**src/hdl/sorted_index_run_coalescer_assert.svh**
```systemverilog
// ----------------------------------------------------------------------------
// sorted index run coalescer assertion macros
// Concurrent assertion shorthands clocked on i_clk with synchronous reset.
// ----------------------------------------------------------------------------
`ifndef SORTED_INDEX_RUN_COALESCER_ASSERT_SVH
`define SORTED_INDEX_RUN_COALESCER_ASSERT_SVH

// same-cycle implication
`define SIRC_ASSERT_NOW(name, ante, cons, msg) \
    name: assert property (@(posedge i_clk) disable iff (!i_rst_n) \
        (ante) |-> (cons)) else $error(msg);

// next-cycle implication
`define SIRC_ASSERT_NEXT(name, ante, cons, msg) \
    name: assert property (@(posedge i_clk) disable iff (!i_rst_n) \
        (ante) |=> (cons)) else $error(msg);

`endif

```
**src/hdl/sirc_pkg.sv**
```systemverilog
// ----------------------------------------------------------------------------
// sirc_pkg
// Shared constants and types of the sorted index run coalescer.
// ----------------------------------------------------------------------------
package sirc_pkg;

    // capacity of the sorting chain, 2 to 64 cells
    localparam int MAX_INDICES = 32;
    localparam int IDX_W       = 32;
    localparam int CNT_W       = 6;
    // longest run reported as one range
    localparam logic [CNT_W-1:0] RUN_LIMIT = 6'd32;

    typedef enum logic {
        ST_COLLECT,
        ST_EMIT
    } t_state;

    // command broadcast to every cell
    typedef struct packed {
        logic             ins;
        logic             shift;
        logic [IDX_W-1:0] val;
    } t_cell_ctl;

    // run emitter status toward the top level
    typedef struct packed {
        logic busy;
        logic pop;
        logic done;
    } t_emit_ctl;

endpackage

```
**src/hdl/sirc_cell.sv**
```systemverilog
// ----------------------------------------------------------------------------
// sirc_cell
// One slot of the sorted chain: takes part in a sorted insert or shifts
// toward the head during range emission.
// ----------------------------------------------------------------------------
module sirc_cell (
    input  logic                       i_clk,
    input  logic                       i_rst_n,
    input  sirc_pkg::t_cell_ctl        i_ctl,
    input  logic                       i_left_valid,
    input  logic                       i_left_gt,
    input  logic [sirc_pkg::IDX_W-1:0] i_left_val,
    input  logic                       i_right_valid,
    input  logic [sirc_pkg::IDX_W-1:0] i_right_val,
    output logic                       o_valid,
    output logic                       o_gt,
    output logic [sirc_pkg::IDX_W-1:0] o_val
);
    import sirc_pkg::*;

    logic             r_valid;
    logic             n_valid;
    logic [IDX_W-1:0] r_val;
    logic [IDX_W-1:0] n_val;

    // this entry sits above the incoming index
    assign o_gt    = r_valid && (r_val > i_ctl.val);
    assign o_valid = r_valid;
    assign o_val   = r_val;

    // shift: take the right neighbour's entry; insert: shift the larger tail up, the boundary cell takes the new index
    always_comb begin
        n_valid = r_valid;
        n_val   = r_val;
        if (i_ctl.shift) begin
            n_valid = i_right_valid;
            n_val   = i_right_val;
        end else if (i_ctl.ins) begin
            if (i_left_gt) begin
                n_valid = 1'b1;
                n_val   = i_left_val;
            end else if (o_gt || (!r_valid && i_left_valid)) begin
                n_valid = 1'b1;
                n_val   = i_ctl.val;
            end
        end
    end

    always_ff @(posedge i_clk) begin
        if (!i_rst_n) begin
            r_valid <= 1'b0;
        end else begin
            r_valid <= n_valid;
        end
    end

    always_ff @(posedge i_clk) begin
        r_val <= n_val;
    end

endmodule

```
**src/hdl/sirc_run_emit.sv**
```systemverilog
// ----------------------------------------------------------------------------
// sirc_run_emit
// Pops the chain head once per cycle after the last index and merges
// consecutive values into start and count ranges.
// ----------------------------------------------------------------------------
module sirc_run_emit (
    input  logic                       i_clk,
    input  logic                       i_rst_n,
    input  logic                       i_go,
    input  logic                       i_head_valid,
    input  logic [sirc_pkg::IDX_W-1:0] i_head_val,
    input  logic                       i_overflow,
    output sirc_pkg::t_emit_ctl        o_ctl,
    output logic                       o_valid,
    output logic [sirc_pkg::IDX_W-1:0] o_range_start,
    output logic [sirc_pkg::CNT_W-1:0] o_range_count,
    output logic                       o_last_range,
    output logic                       o_overflow
);
    import sirc_pkg::*;

    t_state           r_state;
    t_state           n_state;
    logic             r_have;
    logic             n_have;
    logic [IDX_W-1:0] r_start;
    logic [IDX_W-1:0] n_start;
    logic [CNT_W-1:0] r_cnt;
    logic [CNT_W-1:0] n_cnt;
    logic [IDX_W-1:0] r_prev;
    logic [IDX_W-1:0] n_prev;
    logic             r_valid;
    logic             n_valid;
    logic             n_last;
    logic             r_last;
    logic [IDX_W-1:0] r_out_start;
    logic [CNT_W-1:0] r_out_cnt;
    logic             r_out_ovf;
    logic             w_extend;

    // head continues the open run
    assign w_extend = r_have && (i_head_val == r_prev + IDX_W'(1))
                      && (i_head_val != '0) && (r_cnt < RUN_LIMIT);

    // next state and run bookkeeping
    always_comb begin
        n_state = r_state;
        n_have  = r_have;
        n_start = r_start;
        n_cnt   = r_cnt;
        n_prev  = r_prev;
        n_valid = 1'b0;
        n_last  = 1'b0;
        o_ctl   = '0;
        case (r_state)
            ST_COLLECT: begin
                if (i_go) begin
                    n_state = ST_EMIT;
                    n_have  = 1'b0;
                end
            end
            ST_EMIT: begin
                o_ctl.busy = 1'b1;
                if (i_head_valid) begin
                    o_ctl.pop = 1'b1;
                    n_prev    = i_head_val;
                    if (w_extend) begin
                        n_cnt = r_cnt + CNT_W'(1);
                    end else begin
                        n_valid = r_have;
                        n_start = i_head_val;
                        n_cnt   = 6'd1;
                        n_have  = 1'b1;
                    end
                end else begin
                    o_ctl.done = 1'b1;
                    n_valid    = 1'b1;
                    n_last     = 1'b1;
                    n_have     = 1'b0;
                    n_state    = ST_COLLECT;
                end
            end
            default: begin
                n_state = ST_COLLECT;
            end
        endcase
    end

    // control registers
    always_ff @(posedge i_clk) begin
        if (!i_rst_n) begin
            r_state <= ST_COLLECT;
            r_have  <= 1'b0;
            r_valid <= 1'b0;
        end else begin
            r_state <= n_state;
            r_have  <= n_have;
            r_valid <= n_valid;
        end
    end

    // run and result payload
    always_ff @(posedge i_clk) begin
        r_start <= n_start;
        r_cnt   <= n_cnt;
        r_prev  <= n_prev;
        if (n_valid) begin
            r_out_start <= r_start;
            r_out_cnt   <= r_cnt;
            r_last      <= n_last;
            r_out_ovf   <= i_overflow;
        end
    end

    assign o_valid       = r_valid;
    assign o_range_start = r_out_start;
    assign o_range_count = r_out_cnt;
    assign o_last_range  = r_last;
    assign o_overflow    = r_out_ovf;

endmodule

```
**src/hdl/sorted_index_run_coalescer.sv**
```systemverilog
// ----------------------------------------------------------------------------
// sorted_index_run_coalescer
// Sorts a set of 32-bit indices in a cell chain and reports the runs of
// consecutive values as start and count ranges.
// ----------------------------------------------------------------------------
// Usage:
//   An index transaction is taken on a rising edge with start high and busy
//   low; i_last_index marks the final index of a set. Each taken index is
//   inserted into the sorted chain in that same cycle, so indices may follow
//   back to back at one per cycle while the set is collected.
//   Indices beyond MAX_INDICES are dropped and o_overflow is raised on every
//   range of that set.
//   After the last index, busy rises and the emitter pops one chain entry
//   per cycle through the single pop port at the chain head. Each range
//   appears on o_range_start and o_range_count for one cycle with o_valid
//   high, the final one with o_last_range; results leave in the cycle after
//   the pop that closes them, and busy is low again when the final range is
//   shown.
//   The receiver cannot stall: every strobed range is taken.
//   Reset (i_rst_n low, synchronous) empties the chain and clears overflow.
// ----------------------------------------------------------------------------
module sorted_index_run_coalescer (
    input  logic                       i_clk,
    input  logic                       i_rst_n,
    input  logic                       start,
    output logic                       busy,
    input  logic [sirc_pkg::IDX_W-1:0] i_index_value,
    input  logic                       i_last_index,
    output logic                       o_valid,
    output logic [sirc_pkg::IDX_W-1:0] o_range_start,
    output logic [sirc_pkg::CNT_W-1:0] o_range_count,
    output logic                       o_last_range,
    output logic                       o_overflow
);
    import sirc_pkg::*;

`include "sorted_index_run_coalescer_assert.svh"

    logic [MAX_INDICES-1:0] w_valid;
    logic [MAX_INDICES-1:0] w_gt;
    logic [IDX_W-1:0]       w_val [MAX_INDICES];
    logic                   w_accept;
    logic                   w_full;
    t_cell_ctl              w_cell_ctl;
    t_emit_ctl              w_emit_ctl;
    logic                   r_overflow;
    logic                   n_overflow;

    // transaction acceptance
    assign busy     = w_emit_ctl.busy;
    assign w_accept = start && !busy;
    assign w_full   = w_valid[MAX_INDICES-1];

    assign w_cell_ctl.ins   = w_accept && !w_full;
    assign w_cell_ctl.shift = w_emit_ctl.pop;
    assign w_cell_ctl.val   = i_index_value;

    // sorted cell chain
    for (genvar g = 0; g < MAX_INDICES; g++) begin : g_cell
        if (g == 0) begin : g_head
            sirc_cell u_cell (
                .i_clk         (i_clk),
                .i_rst_n       (i_rst_n),
                .i_ctl         (w_cell_ctl),
                .i_left_valid  (1'b1),
                .i_left_gt     (1'b0),
                .i_left_val    ('0),
                .i_right_valid (w_valid[g+1]),
                .i_right_val   (w_val[g+1]),
                .o_valid       (w_valid[g]),
                .o_gt          (w_gt[g]),
                .o_val         (w_val[g])
            );
        end else if (g == MAX_INDICES - 1) begin : g_tail
            sirc_cell u_cell (
                .i_clk         (i_clk),
                .i_rst_n       (i_rst_n),
                .i_ctl         (w_cell_ctl),
                .i_left_valid  (w_valid[g-1]),
                .i_left_gt     (w_gt[g-1]),
                .i_left_val    (w_val[g-1]),
                .i_right_valid (1'b0),
                .i_right_val   ('0),
                .o_valid       (w_valid[g]),
                .o_gt          (w_gt[g]),
                .o_val         (w_val[g])
            );
        end else begin : g_mid
            sirc_cell u_cell (
                .i_clk         (i_clk),
                .i_rst_n       (i_rst_n),
                .i_ctl         (w_cell_ctl),
                .i_left_valid  (w_valid[g-1]),
                .i_left_gt     (w_gt[g-1]),
                .i_left_val    (w_val[g-1]),
                .i_right_valid (w_valid[g+1]),
                .i_right_val   (w_val[g+1]),
                .o_valid       (w_valid[g]),
                .o_gt          (w_gt[g]),
                .o_val         (w_val[g])
            );
        end
    end

    // dropped index flag for the current set
    always_comb begin
        n_overflow = r_overflow;
        if (w_emit_ctl.done) begin
            n_overflow = 1'b0;
        end else if (w_accept && w_full) begin
            n_overflow = 1'b1;
        end
    end

    always_ff @(posedge i_clk) begin
        if (!i_rst_n) begin
            r_overflow <= 1'b0;
        end else begin
            r_overflow <= n_overflow;
        end
    end

    // range emission from the chain head
    sirc_run_emit u_emit (
        .i_clk         (i_clk),
        .i_rst_n       (i_rst_n),
        .i_go          (w_accept && i_last_index),
        .i_head_valid  (w_valid[0]),
        .i_head_val    (w_val[0]),
        .i_overflow    (r_overflow),
        .o_ctl         (w_emit_ctl),
        .o_valid       (o_valid),
        .o_range_start (o_range_start),
        .o_range_count (o_range_count),
        .o_last_range  (o_last_range),
        .o_overflow    (o_overflow)
    );

    // checks
    `SIRC_ASSERT_NOW(a_count_range, o_valid,
        (o_range_count != '0) && (o_range_count <= RUN_LIMIT),
        "range count out of bounds")
    `SIRC_ASSERT_NEXT(a_last_starts_emit, w_accept && i_last_index, busy,
        "emission did not start after last index")
    `SIRC_ASSERT_NOW(a_final_frees, o_valid && o_last_range, !busy,
        "still busy after final range")
    `SIRC_ASSERT_NOW(a_chain_packed, 1'b1,
        (w_valid & (w_valid + MAX_INDICES'(1))) == '0,
        "cell chain occupancy not packed at the head")

endmodule

```
**config.mk**
```make
export PLATFORM = sky130hd
export DESIGN_NAME = sorted_index_run_coalescer
export DESIGN_NICKNAME = d
export VERILOG_FILES = /design/src/hdl/sirc_pkg.sv /design/src/hdl/sirc_cell.sv /design/src/hdl/sirc_run_emit.sv /design/src/hdl/sorted_index_run_coalescer.sv
export VERILOG_INCLUDE_DIRS = /design/src /design/src/hdl
export SDC_FILE = /design/constraint.sdc
export NUM_CORES = 2
export LEC_CHECK = 0
export BUFFER_PORTS_ARGS = -buffer_cell sky130_fd_sc_hd__buf_2
export CAP_MARGIN = 25
export CELL_PAD_IN_SITES_DETAIL_PLACEMENT = 1
export CELL_PAD_IN_SITES_GLOBAL_PLACEMENT = 1
export CORE_MARGIN = 2
export CORE_UTILIZATION = 45
export DETAILED_ROUTE_END_ITERATION = 8
export PLACE_DENSITY_LB_ADDON = 0.3
export SLEW_MARGIN = 0
export SYNTH_ARGS = -nofsm -noshare
export SYNTH_HDL_FRONTEND = slang
export SYNTH_SLANG_ARGS = --single-unit
```
**constraint.sdc**
```tcl
create_clock -name i_clk -period 9 [get_ports i_clk]
set_clock_uncertainty 0.2 [all_clocks]
set_input_delay 1.35 -clock i_clk [delete_from_list [all_inputs] [get_ports i_clk]]
set_output_delay 1.35 -clock i_clk [all_outputs]
set_load 0.1 [all_outputs]
```
* Word-level counts from Yosys, hierarchy flattened
Index checks and enable logic that the tools add are counted.
** Storage, ports and cells
- Flip-flop bits (word level) :: 1170
- Latch bits :: 0
- RAM bits :: 0
- Memory bits (read-only) :: 0
- Input port bits :: 36
- Output and inout bits :: 42
- Memories :: 0
** Cells by class
- $add $sub $neg :: 2
- Multiply operators :: 0
- Div/mod/pow operators :: 0
- Order comparisons :: 33
- Eq/ne operators :: 3
- Shifts and indexed selects :: 0
- Multiplexer cells :: 262
- Bitwise operators :: 3
- Reduce and logical (&&, ||, !) cells :: 206
** Operators by type and width (count)
- 32-bit 2-to-1 mux :: 125
- 32-bit > comparator :: 32
- 1-bit 2-to-1 mux :: 134
- 3-bit nonzero test :: 30
- 1-bit logical AND :: 70
- 2-bit AND reduction :: 34
- 1-bit zero test :: 33
- 32-bit by 1-bit adder with 32-bit output, second input constant :: 1
- 32-bit == test :: 1
- 1-bit logical OR :: 32
- 32-bit nonzero test :: 1
- 6-bit by 1-bit adder with 6-bit output, second input constant :: 1
- 6-bit less-than comparator, second input constant :: 1
- 2-bit nonzero test :: 3
- 1-bit case mux with 2 select lines :: 2
- 2-bit OR reduction :: 2
- 3-bit 2-to-1 mux :: 1
- 3-bit != test, second input constant :: 1
- 1-bit inverter :: 3
- 3-bit AND reduction :: 1
- 2-bit by 1-bit != test with 1-bit output, second input constant :: 1

* Longest topological paths before layout
- Word-level depth :: 8
- Gate-level depth with buffers :: 14
- Gate-level depth less buffers :: 10

* Modules after synthesis
Synthesis repeated with hierarchy kept, for this count alone.
** Second synthesis, totals
- Cell total of the unflattened synthesis :: 8734
- Area, all modules :: 84952.7 sq um
** Modules (own cells, without submodules)
- sirc_cell :: instances 32, cells each 263, area each 2503.7 sq um, seq. area each 980.9 sq um
- sirc_run_emit :: instances 1, cells each 309, area each 4768.3 sq um, seq. area each 3363.2 sq um
- sorted_index_run_coalescer :: instances 1, cells each 9, area each 67.6 sq um, seq. area each 20.0 sq um

* Worst setup path after synthesis
OpenSTA, ideal clock, no wires.
- Path kind :: input -> register
- Start :: in i_index_value[15] (netlist name)
- End :: reg g_cell[8].g_mid.u_cell.r_val[0], enable pin
- Setup time :: 466 ps
- Arrival time :: 6625 ps
- Data required time :: 8334 ps
- Slack :: 1709 ps
- Cell stages on the path :: 13
- Path buffers :: 3
- Path through :: clkbuf_1 -> clkbuf_1 -> inv_1 -> ha_1 -> nand3_1 -> or3_1 -> a211oi_1 -> nor4b_1 -> o211a_1 -> nor2_2 -> buf_2 -> nor3_1 -> o21ai_0
** Between the ends
- Word-level cells in the longest chain between the ends :: 5
- Elaborated cells between the ends (all ways) :: 7
- Those cells by class :: order compare (2); reduce/logical (5)
** RTL lines
- start, declared :: RTL line sorted_index_run_coalescer.sv:27 : input logic [sirc_pkg::IDX_W-1:0] i_index_value,
- 32-bit > comparator :: RTL line sirc_cell.sv:27 : assign o_gt = r_valid && (r_val > i_ctl.val);
- 1-bit logical AND :: RTL line sirc_cell.sv:27
- 1-bit logical OR :: RTL line sirc_cell.sv:42 : end else if (o_gt || (!r_valid && i_left_valid)) begin
- 3-bit nonzero test (no source line) *
- 2-bit AND reduction (no source line) *
- end signal, assigned :: RTL line sirc_cell.sv:58 : r_val <= n_val;
- end, declared :: RTL line sirc_cell.sv:23 : logic [IDX_W-1:0] r_val;
Every way passes the cells marked *; elsewhere a longest branch is shown, timed or not.
A chain may end at the register's enable or synchronous reset.

* Worst setup path after layout
- Start :: in i_index_value[17] (netlist name)
- End :: reg g_cell[23].g_mid.u_cell.r_val[21], enable pin
** Between the ends
- Word-level cells in the longest chain between the ends :: 5
- Elaborated cells between the ends (all ways) :: 7
- Those cells by class :: order compare (2); reduce/logical (5)
** RTL lines (RTL line)
- 32-bit > comparator :: sirc_cell.sv:27
- 1-bit logical AND :: sirc_cell.sv:27
- 1-bit logical OR :: sirc_cell.sv:42
- 3-bit nonzero test (no source line) *
- 2-bit AND reduction (no source line) *
- end signal, assigned :: sirc_cell.sv:58
- end, declared :: sirc_cell.sv:23
Marks and branches as above.

==> out/results.tsv <==
metric	value	unit
status	completed	
synth_fp_nets	8823	
grt_pass1_vias	70400	
die_y	423	microns
grt_use_total	35.2	%
drive_gt1_share	8.00	%
rsz0062_at_grt	false	
hold_buffers	0	
fin_nets	8730	
slowest_stage	o31ai_1	
yosysTopAreaCellShare	41.9	%
num_io_pins	78	
yosys_warnings	0	
cts_sinks	1170	
portBuffers	77	
drt_wl_total	323	mm
start_util	45.4	%
syn_to_final_growth	10.5	%
hp-class	reg -> reg	
dp_hpwl	230	mm
cpPeakStageDelay	0.86	ns
highest_layer	met5	
power_leakage	33.8	nW
firstDrtPassIters	6	
arrival	6.58	ns
irDropWorstVdd	196	uV
core-area	174000	sq um
rows	153	
met1_length	127	mm
post-place-ws	1.97	ns
multiInputGateArea	42700	sq um
layout_setup_ws	2.66	ns
cts_resized	0	
antenna_found_initial	12	
cts_tree	yes	
hold_viol_final	0	
drc	0	
drt_iter0_markers	6851	
cp-end-kind	register	
r2r_slack	3.94	ns
via_per_inst	6.72	
n_fill_cell	19000	
via_count	68100	
timing.rr.start	g_cell[3].g_mid.u_cell.o_val[25]	
clk_pin_slew_worst_paths	0.05	ns
cts_made_buffers	140	
cp_num_cells	14	
p_per_area	169	nW/um^2
ys_seq_area_share	43.6	%
startpoint_type	input pin	
wl_met3	22.7	mm
ant_nets	0	
max_freq	0.158	GHz
grt_pass1_wl	473	mm
async_flop_share	0	%
path_delay_family	buffers and inverters	
critical_path_class	in -> reg	
synthCells	7793	
worst-r2r-cell-count	10	
clock_latency	0.81	ns
r2r-end	g_cell[3].g_mid.u_cell.o_val[17]	
fin_setup_tns	0	ns
finalCritPeriodShare	70.4	%
ys.flop_type	edfxtp_1	
synth_area	79000	sq um
die_area	179000	sq um
period_minus_slack	6.34	ns
avgSynthCellArea	10.1	sq um
ys_ff_latch	1170	
crit_end	g_cell[23].g_mid.u_cell.o_val[21]	
grt_max_degree	211	
critPathMaxFanout	20	
crit_start	i_index_value[17]	
cp_cell_sequence	buf_2 > buf_4 > clkinv_1 > buf_4 > ha_1 > a21oi_1 > o21ai_1 > a31o_2 > a21oi_1 > o31ai_1 > o21bai_4 > buf_4 > a31oi_4 > buf_4	
cap_viol_max_count	0	
seq_area	34500	sq um
tightest_slew	1.18	ns
path_common_cell	buf_4	
setup_viol	0	
post_cts_buffers	0	
critical_path_buf_inv_count	6	
synth_edf_count	1102	
synth_area_leader_cell	edfxtp_1	
synth_cell_types	77	
gp_congestion	0.942	
crit_required	9.25	ns
synth.area.top_cells	edfxtp_1 (42%), ha_1 (16%), mux2i_1 (6.7%), nand2_1 (5.7%), o21ai_0 (3.9%)	
clockBufferDepth	3	
clockRootBuffer	clkbuf_16	
placedCellCount	9882	
layoutNonFillerInstCount	10100	
wl_met2	149	mm
fp.dieW	423	microns
slew_violations	0	
routedWlPerCell	31.8	microns
cts_max_level	4	
maxSlewHeadroom	21.3	%
grt_overflow_total	0	
-- cells in the mapped netlist (8+ instances only) --
master	number
a2111oi_0	36
a211o_1	14
a211oi_1	36
a21boi_0	8
a21o_1	121
a21oi_1	364
a221o_1	52
a31o_2	38
a31oi_1	29
a41oi_1	9
and3_1	50
and4_1	40
buf_1	51
buf_2	62
buf_4	12
clkbuf_1	399
dfxtp_1	68
edfxtp_1	1102
ha_1	994
inv_1	116
mux2i_1	531
nand2_1	1192
nand2b_1	46
nand3_1	473
nand4_1	182
nor2_1	170
nor2b_1	53
nor3_1	52
nor4_1	38
nor4b_1	8
o211a_1	9
o211ai_1	411
o21a_1	33
o21ai_0	619
o21ai_1	144
o21bai_1	10
o221ai_1	14
o22ai_1	10
o31ai_1	18
o41ai_1	31
or3_1	13
xnor2_1	16
xor2_1	24
-- cells in the final DEF (no fill, tap or decap), types with 24 or more instances in the layout --
| master | n |
|---|---|
| a2111oi_0 | 36 |
| a211oi_1 | 36 |
| a21o_1 | 121 |
| a21oi_1 | 358 |
| a221o_1 | 52 |
| a31o_2 | 38 |
| and3_1 | 49 |
| and4_1 | 40 |
| buf_2 | 80 |
| buf_4 | 189 |
| clkbuf_1 | 27 |
| clkbuf_16 | 142 |
| clkinv_1 | 42 |
| clkinv_2 | 29 |
| dfxtp_1 | 66 |
| edfxtp_1 | 1102 |
| ha_1 | 994 |
| inv_1 | 84 |
| mux2i_1 | 531 |
| nand2_1 | 1190 |
| nand2b_1 | 46 |
| nand3_1 | 473 |
| nand4_1 | 182 |
| nor2_1 | 165 |
| nor2b_1 | 52 |
| nor3_1 | 52 |
| nor4_1 | 38 |
| o211ai_1 | 411 |
| o21a_1 | 33 |
| o21ai_0 | 609 |
| o21ai_1 | 142 |
| o41ai_1 | 31 |
| xor2_1 | 24 |
-- area by class of cell --
cell class	instances	share of cell area, %
diodes	5	0.0143
clock buffers	180	4.36
clock inverters	73	0.745
inverters	116	0.507
multi-input cells	5979	48.9
flip-flops and latches	1170	39.5
well taps	2325	3.33
repair buffers	293	2.72
-- how the worst min path moves through the flow --
stage,startpoint,end,slack (ns),cells after the start
finish,u_emit.r_start[29],u_emit.o_range_start[29],0.22,0
global route,u_emit.r_start[7],u_emit.o_range_start[7],0.22,0
CTS,u_emit.r_start[19],u_emit.o_range_start[19],0.21,0
detailed placement,u_emit.r_start[19],u_emit.o_range_start[19],0.21,0
global placement,u_emit.r_start[11],u_emit.o_range_start[11],0.20,0
floorplan,u_emit.r_start[0],u_emit.o_range_start[0],0.20,0
-- stage by stage --
stage | area (sq um) | total power (W) | util (%) | hold slack (ns)
floorplan | 79000 | 0.00804 | - | 0.200
global placement | 82500 | 0.00891 | 47.4 | 0.202
detailed placement | 82800 | 0.00907 | 47.6 | 0.205
CTS | 87300 | 0.0148 | 50.1 | 0.214
global route | 87300 | 0.0152 | 50.1 | 0.224
finish | 87300 | 0.0148 | 50.1 | 0.216
-- report_power, final --
| part | internal (W) | total, W | switching [W] |
|---|---|---|---|
| clock | 0.00321 | 0.00572 | 0.00252 |
| combinational | 0.000793 | 0.00237 | 0.00157 |
| sequential | 0.00635 | 0.00668 | 0.000326 |
| total | 0.0104 | 0.0148 | 0.00442 |
-- worst register-to-register path, cell delays in order (launching register included) --
cell and delay, ns:
edfxtp_1 0.49, ha_1 0.37, nand4_1 0.10, or3_1 0.43, nor4_1 0.95, nor2_1 0.08
a31oi_1 0.20, o311a_2 0.59, nor2_1 0.16, a31oi_4 0.80, buf_4 0.39
-- registers in the layout, summed over array words and instances (netlist names), 6 cells and up --
signal	cells
g_cell.g_mid.u_cell.o_valid	30
g_cell.g_mid.u_cell.o_val	960
g_cell.g_head.u_cell.o_val	32
u_emit.o_range_start	32
u_emit.r_cnt	6
u_emit.r_start	32
u_emit.o_range_count	6
u_emit.r_prev	32
g_cell.g_tail.u_cell.o_val	32
-- kinds of logic after synthesis --
family	Yosys count	share of synthesized area, %
xor gates and xnor gates	40	0.443
buffers and inverters	644	3.25
DFF	1170	43.6
adders and majority gates	994	15.7
AOI/OAI and AO/OA	2058	16.5
muxes	531	6.73
and+or+nand+nor	2356	13.7
-- routing by layer --
| metal | GRT usage (%) | vias up |
|---|---|---|
| li1 | - | 29700 |
| met1 | 44.1 | 34400 |
| met2 | 56.9 | 3129 |
| met3 | 4.82 | 940 |
| met4 | 22.8 | 2 |
| met5 | 0 | - |
Power figures use the tool's default switching activity.
